==> src/rtl/sca_pkg.sv <==
// Shared constants and codes for the size-class block allocator.
package sca_pkg;
    localparam int NUM_CLASSES      = 8;
    localparam int BLOCKS_PER_CLASS = 256;
    localparam int CLASS_W   = $clog2(NUM_CLASSES);
    localparam int BLOCK_W   = $clog2(BLOCKS_PER_CLASS);
    localparam int LINK_W    = BLOCK_W + 1;
    localparam int CNT_W     = BLOCK_W + 1;
    localparam int TOTAL_W   = CLASS_W + 1;
    localparam int LINK_AW   = CLASS_W + BLOCK_W;
    localparam int SWEEP_W   = LINK_AW + 1;
    localparam int SIZE_W    = 21;
    localparam int FACTOR_W  = 12;
    localparam int HANDLE_W  = 12;
    localparam int GROW_W    = SIZE_W + FACTOR_W - 8;

    localparam logic [1:0] FUNC_ALLOC   = 2'd0;
    localparam logic [1:0] FUNC_FREE    = 2'd1;
    localparam logic [1:0] FUNC_REBUILD = 2'd2;

    localparam logic [1:0] ST_OK       = 2'd0;
    localparam logic [1:0] ST_NO_BLOCK = 2'd1;
    localparam logic [1:0] ST_BAD      = 2'd2;

    localparam logic [1:0] REG_MIN    = 2'd0;
    localparam logic [1:0] REG_MAX    = 2'd1;
    localparam logic [1:0] REG_FACTOR = 2'd2;
endpackage

==> src/rtl/sca_grow_unit.sv <==
// Shared multiply unit: next class size = max(floor(size*factor/256), size+1).
module sca_grow_unit
    import sca_pkg::*;
(
    input  logic                aclk,
    input  logic [SIZE_W-1:0]   size_in,
    input  logic [FACTOR_W-1:0] factor,
    output logic [GROW_W-1:0]   size_next_reg
);
    logic [SIZE_W+FACTOR_W-1:0] prod;
    logic [GROW_W-1:0]          grown;
    logic [GROW_W-1:0]          plus_one;
    logic [GROW_W-1:0]          size_next;

    always_comb begin
        prod      = {{FACTOR_W{1'b0}}, size_in} * {{SIZE_W{1'b0}}, factor};
        grown     = prod[SIZE_W+FACTOR_W-1:8];
        plus_one  = {{(GROW_W-SIZE_W){1'b0}}, size_in} + GROW_W'(1);
        size_next = (grown > plus_one) ? grown : plus_one;
    end

    always_ff @(posedge aclk) begin
        size_next_reg <= size_next;
    end
endmodule

==> config.mk <==
export PLATFORM = sky130hd
export DESIGN_NAME = sca_grow_unit
export DESIGN_NICKNAME = d
export VERILOG_FILES = /design/src/rtl/sca_pkg.sv /design/src/rtl/sca_grow_unit.sv
export SDC_FILE = /design/constraint.sdc
export NUM_CORES = 1
export LEC_CHECK = 0
export ABC_CLOCK_PERIOD_IN_PS = 8300
export CORE_UTILIZATION = 45
export CTS_CLUSTER_DIAMETER = 30
export CTS_CLUSTER_SIZE = 12
export DETAILED_ROUTE_END_ITERATION = 16
export DONT_BUFFER_PORTS = 1
export PLACE_DENSITY = 0.72
export SYNTH_ARGS = -nofsm -noshare
export SYNTH_HDL_FRONTEND = slang
export SYNTH_SLANG_ARGS = --single-unit
==> constraint.sdc <==
create_clock -name aclk -period 8.3 [get_ports aclk]
set_input_delay 1.245 -clock aclk [delete_from_list [all_inputs] [get_ports aclk]]
set_output_delay 1.245 -clock aclk [all_outputs]
set_load 0.02 [all_outputs]
== Word-level counts from Yosys, hierarchy flattened ==
Index checks and enable logic that the tools add are counted.

* Order comparisons: 1
* Divide/modulo/power cells: 0
* Eq/ne operators: 0
* Reduce and logical (&&, ||, !) cells: 0
* Shift operators: 0
* Add/sub/neg operators: 1
* Muxes and demuxes: 1
* $mul: 1
* Bitwise logic cells: 0

{| class="wikitable"
|+ Operators with widths
! kind !! count
|-
| $mul A21 B12 Y33 || 1
|-
| $gt A25 B22 Y1 || 1
|-
| $mux W25 || 1
|-
| $add A21 B1 Y22 const B || 1
|}

* Bits in read-only memories: 0
* Bits in writable memories: 0
* Input port bits: 34
* Logic and storage cells: 5
* Memories kept: 0
* Output and inout port bits: 25
* Flip-flop bits (word level): 25
* Bits in latches: 0

== Logic depth before layout (Yosys ltp) ==
Gate-level depths: netlist (run 1).

* Depth after elaboration: 3
* Depth in mapped cells: 34
* Gate-level depth less buffers: 29

== Worst setup path after synthesis (run 1) ==
OpenSTA, ideal clock, no wires.

* Path type: input-to-reg
* From: input size_in[5]
* To: register size_next_reg[1]
* Library setup time: 0.121 ns
* Data required time: 8.179 ns
* Arrival: 8.081 ns
* Path slack: 0.098 ns
* Buffers on the path: 3
* Stages on the path: 30
* Cell sequence: clkbuf_1 > clkbuf_1 > nand2_1 > fa_1 > inv_1 > fa_1 > fa_1 > fa_1 > inv_1 > fa_1 > inv_1 > ha_1 > o21a_1 > o211ai_1 > o21ba_2 > or3_1 > o22ai_1 > o21ai_0 > xnor2_1 > inv_1 > ha_1 > nand4_1 > nor3_1 > nand2_1 > nor3_1 > nand2_1 > o221ai_1 > nand4bb_1 > buf_6 > mux2_4

* Word-level cells in the longest chain between the ends: 3
* Elaborated cells between the ends (all ways): 4
* Those cells by class: add/sub (1); mul (1); order compare (1); mux (1)

{| class="wikitable"
|+ Ends and longest elaborated chain
! item !! line !! text
|-
| start, declared || sca_grow_unit.sv:6 || <nowiki>input logic [SIZE_W-1:0] size_in,</nowiki>
|-
| $mul A21 B12 Y33 or $add A21 B1 Y22 (tied branches) || sca_grow_unit.sv:16, sca_grow_unit.sv:18 ||
|-
| $gt A25 B22 Y1 || sca_grow_unit.sv:19 || <nowiki>size_next = (grown > plus_one) ? grown : plus_one;</nowiki>
|-
| $mux W25 * || sca_grow_unit.sv:19 ||
|-
| via size_next[1] || sca_grow_unit.sv:13 || <nowiki>logic [GROW_W-1:0] size_next;</nowiki>
|-
| end signal, assigned || sca_grow_unit.sv:23 || <nowiki>size_next_reg <= size_next;</nowiki>
|-
| end, declared || sca_grow_unit.sv:8 || <nowiki>output logic [GROW_W-1:0] size_next_reg</nowiki>
|}

The timed path passes the listed nets; every way through them passes the cells marked *.

== Final worst setup path (run 1) ==
* From: input size_in[2]
* To: register size_next_reg[2]

Same word-level chain as after synthesis.

==> qor.csv, run 1 <==
metric,value,unit
first_pass_iters,5,
grt_use_total,22.1,%
area_delta_synth_final,2.57,%
antenna_cells,0,
largest_reg_flops,25,
synth.top_cell.area_share,39.6,%
syn_nets,1444,
wl_met3,1190,um
grt_pass1_wl,38100,um
layout_min_cycle_time,7.92,ns
synth_area,9560,um^2
grt_overflow,0,
wl,22300,um
path_class,input port to flip-flop,
ys_seq_elements,25,
end_kind,flip-flop,
relSlewSlack,59.9,%
synth.most_common_cell,inv_1,
cts_root_buffer,clkbuf_16,
antenna_found_initial,0,
ios,59,
dieHeight,148,um
outcome,completed,
syn_inst,1131,
fin_crit_sh,95.4,%
drive_above_1_share,2.50,%
slowest_stage,fa_1,
yosys_warnings,0,
yosys-top-cells-area,"fa_1 (40%), ha_1 (12%), inv_1 (10%), nand2_1 (7.9%), dfxtp_1 (5.2%)",
crit_fanout,22,
yosys.cell_types.count,55,
worst_slew_pin_slew,0.586,ns
clkSinkCount,25,
syn_area_per_cell,8.45,um^2
synth-main-ff-cell,dfxtp_1,
wl_per_cell,16.5,um
crit_required,8.45,ns
cp-endpoint,size_next_reg[2],
clk_pin_slew,0.06,ns
place_congestion,0.863,
drc,0,
wl_met2,11400,um
final_hold_viol_count,0,
setup_viol,0,
clockBufferDepth,2,
maxCapViolCount,0,
place_inst,1347,
hold_path_class,input port to flip-flop,
maxSlewViolCount,0,
dp_hpwl,18300,um
rows,52,
synth-edff-count,0,
ys_seq_area_share,5.24,%
grt_pass1_vias,7960,
core-area,20600,um^2
synth_commonest_cells,"inv_1 (259), nand2_1 (202), fa_1 (189)",
cp-startpoint,size_in[2],
grt_start_max_net_pins,23,
synth_area_leader_cell,fa_1,
critPathMaxStageDelay,0.55,ns
via_count,7143,
die_w,148,um
critPathLaunchType,input port,
top_layer,met4,
via_per_inst,5.28,
met1_length,8960,um
cts_tree,yes,
drtAntennaViolNets,0,
cp.arrival,8.07,ns
htreeDepth,1,
drtIter0Drc,338,
die_area,21800,um^2
nets,1396,
port_buffers,0,
max_clock_freq,126,MHz
initial_core_util,46.5,%
cp_common_cell,fa_1,
final_cells,1352,
cts_buffers,3,
async_flop_share,0,%
ctsHoldBuffers,0,
cell families after synthesis:
| logic type | synth area share, % |
|---|---|
| AOI/OAI and AO/OA | 6.18 |
| xor gates and xnor gates | 4.12 |
| adders and majority gates | 51.4 |
| buffers and inverters | 12.9 |
| DFF | 5.24 |
| muxes | 2.51 |
| and+or+nand+nor | 17.7 |
placed cells by master, fill, tap and decap left out, types with 2 or more instances in the layout:
master and instances:
o2111a_1 2, clkbuf_16 3, o21bai_1 7, a21oi_1 23, or3_1 2, a21oi_2 2
dfxtp_1 25, nor3_2 2, a211oi_1 6, nor4_1 2, mux2_4 2, o221ai_1 2
and2_1 73, and3_1 4, and4_1 2, ha_1 90, nor2b_1 5, nand2_1 202
o21a_1 3, a21o_1 8, nor2_1 16, xnor2_1 25, nand3_1 21, o21ai_0 15
nand4_1 12, nor3_1 3, mux2i_1 21, inv_1 259, xor2_1 20, buf_4 5
nand2b_1 5, fa_1 189, o21ba_2 3
worst max-delay path: cells and delay by family:
family / cells / cell delay [ns]
adders and majority gates: 7 / 3.28
and+or+nand+nor: 8 / 1.55
AOI/OAI and AO/OA: 6 / 1.07
buffers and inverters: 4 / 0.38
muxes: 1 / 0.30
xor gates and xnor gates: 1 / 0.23
worst min path at each step:
stage	from	end	slack, ns	cells after the start
CTS	size_in[0]	size_next_reg[0]	1.07	1
global placement	size_in[0]	size_next_reg[0]	1.36	1
detailed placement	size_in[0]	size_next_reg[0]	1.35	1
finish	size_in[0]	size_next_reg[0]	1.07	1
global route	size_in[0]	size_next_reg[0]	1.08	1
floorplan	size_in[14]	size_next_reg[14]	1.45	2
per-stage QoR:
step                      cell area, um^2  TNS, ns  util (%)  worst slack (ns)  hold WS, ns
after floorplan                      9560        0         -            0.0981         1.45
after global placement               9690        0      47.1            0.0797         1.36
after detailed placement             9690   -0.123      47.1           -0.0641         1.35
after CTS                            9760        0      47.5             0.192         1.07
after global routing                 9800  -0.0919      47.7           -0.0472         1.08
final                                9800        0      47.7             0.380         1.07
layer usage:
layer / up-vias / track usage, %
li1: 3298 / -
met1: 3554 / 27.2
met2: 239 / 40.0
met3: 52 / 2.25
met4: 0 / 7.53
met5: - / 0
cell type report:
type                       count  area [um^2]
multi-input combinational    788         7860
clock buffer                   4         78.8
sequential                    25          500
inverter                     259          972
fill                        2000        10800
timing repair buffer           6         57.6
tap                          270          338
timing repair:
action	in CTS	in global routing
endpoints found under the setup margin	0	22
hold endpoints to repair	0	0
setup buffers	0	1
resized for setup	0	6
Power of run 1 is left out: the tool's default activity adds up to more than one toggle a clock period on the data nets, which glitch-free logic cannot reach.
==> run 2, diff against run 1 <==
--- a/config.mk
+++ b/config.mk
@@ -5,7 +5,9 @@
 export SDC_FILE = /design/constraint.sdc
 export NUM_CORES = 1
 export LEC_CHECK = 0
+export ABC_AREA = 1
 export ABC_CLOCK_PERIOD_IN_PS = 8300
+export CORE_ASPECT_RATIO = 0.6
 export CORE_UTILIZATION = 45
 export CTS_CLUSTER_DIAMETER = 30
 export CTS_CLUSTER_SIZE = 12
==> qor.csv, run 2 <==
metric,value,unit,change
syn_nets,1718,,+19%
hold_path_class,input port to flip-flop,,
largest_reg_flops,25,,unchanged
grt_pass1_vias,9094,,+14%
rsz0062_at_grt,false,,
worst_slew_pin_slew,0.538,ns,-0.0486 ns
syn_area_per_cell,7.20,um^2,-15%
place_inst,1636,,+21%
hp-start,size_in[0],,
ys_seq_elements,25,,unchanged
end_kind,flip-flop,,
area_delta_synth_final,1.97,%,
path_buf_inv,3,,-1
synth.most_common_cell,nand2_1,,
fin_crit_sh,90.2,%,-5.2 points
via_per_inst,5.19,,-1.7%
synth-main-ff-cell,dfxtp_1,,
outcome,completed,,
synth_area,10100,um^2,+5.9%
syn_inst,1405,,+24%
final_hold_viol_count,0,,unchanged
place_congestion,0.991,,+15%
cp_common_cell,nand2_1,,
htreeDepth,1,,unchanged
setup_viol,0,,unchanged
ios,59,,unchanged
drtIter0Drc,706,,+110%
cp-startpoint,factor[11],,
relSlewSlack,64.1,%,+4.2 points
grt_use_total,25.2,%,+3.1 points
critPathLaunchType,input port,,
slowest_stage,fa_1,,
port_buffers,0,,unchanged
first_pass_iters,6,,+1
die_area,23100,um^2,+5.9%
synth_area_leader_cell,fa_1,,
synth_commonest_cells,"nand2_1 (423), inv_1 (360), fa_1 (189)",,
initial_core_util,45.9,%,-0.54 points
yosys-top-cells-area,"fa_1 (37%), nand2_1 (16%), inv_1 (13%), ha_1 (11%), dfxtp_1 (4.9%)",,
clockBufferDepth,2,,unchanged
layout_min_cycle_time,7.49,ns,-0.434 ns
grt_start_max_net_pins,23,,unchanged
crit_required,8.46,ns,about the same
path_class,input port to flip-flop,,
fin_area,10300,um^2,+5.2%
drtAntennaViolNets,0,,unchanged
antenna_found_initial,0,,unchanged
critPathTopFamily,adder cells,,
critPathMaxStageDelay,0.55,ns,about the same
die_w,196,um,+32%
drc,0,,unchanged
nets,1668,,+19%
antenna_cells,0,,unchanged
final_common_cell,nand2_1,,
clkSinkCount,25,,unchanged
ctsHoldBuffers,0,,unchanged
cts_buffers,3,,unchanged
core-area,22000,um^2,+7.1%
max_clock_freq,134,MHz,+5.8%
ys_seq_area_share,4.95,%,-0.29 points
wl_met2,11500,um,+0.99%
yosys_warnings,0,,unchanged
crit_fanout,22,,unchanged
grt_overflow,0,,unchanged
cp.arrival,7.65,ns,-0.42 ns
drive_above_1_share,2.95,%,+0.46 points
grt_pass1_wl,46000,um,+21%
clk_pin_slew,0.07,ns,about the same
top_layer,met4,,
cts_tree,yes,,
via_count,8519,,+19%
wl,27200,um,+22%
placed_cell_area,10200,um^2,+5.7%
synth.top_cell.area_share,37.4,%,-2.2 points
wl_per_cell,16.6,um,+0.58%
cts-resized-gates,0,,unchanged
final_cells,1640,,+21%
async_flop_share,0,%,unchanged
cts_root_buffer,clkbuf_16,,
setup_tns,0,ns,unchanged
cts_setup_buffers,0,,unchanged
synth-edff-count,0,,unchanged
dieHeight,118,um,-20%
yosys.cell_types.count,36,,-35%
dp_hpwl,22100,um,+21%
maxSlewViolCount,0,,unchanged
met1_length,12200,um,+36%
layout_common_cells,"nand2_1 (423), inv_1 (360), fa_1 (189), ha_1 (90), nor2_1 (50)",,
rows,42,,-19%
wl_met3,3070,um,+160%
maxCapViolCount,0,,unchanged
run 2: kinds of logic after synthesis:
| kind of cell | Yosys count | synth area share, % |
|---|---|---|
| AOI/OAI and AO/OA | 76 | 3.96 |
| xor gates and xnor gates | 35 | 3.03 |
| adders and majority gates | 279 | 48.5 |
| buffers and inverters | 420 | 15.9 |
| DFF | 25 | 4.95 |
| and+or+nand+nor | 570 | 23.6 |
run 2: path summary, 6_finish.rpt:
check          endpoint  slack, ns  cells past startpoint
max    size_next_reg[5]       0.81                     29
min    size_next_reg[0]       1.21                      3
run 2: per-layer routing:
metal	vias up	track usage (%)
li1	3968	-
met1	4126	35.9
met2	387	38.4
met3	38	7.11
met4	0	4.63
met5	-	0
run 2: layout make-up:
class | instances | area [um^2]
clock buffer | 4 | 78.8
fill | 2192 | 11700
inverter | 364 | 1370
multi-input combinational | 960 | 8010
sequential | 25 | 500
tap | 286 | 358
timing repair buffer | 1 | 7.51
run 2: stage by stage:
stage | utilization, % | setup slack, ns | hold slack (ns)
global route | 46.9 | 0.556 | 1.22
CTS | 46.9 | 0.986 | 1.21
global placement | 46.5 | 0.710 | 1.49
floorplan | - | 1.18 | 1.46
detailed placement | 46.5 | 0.736 | 1.49
finish | 46.9 | 0.814 | 1.21
Power of run 2 is left out for the same reason.
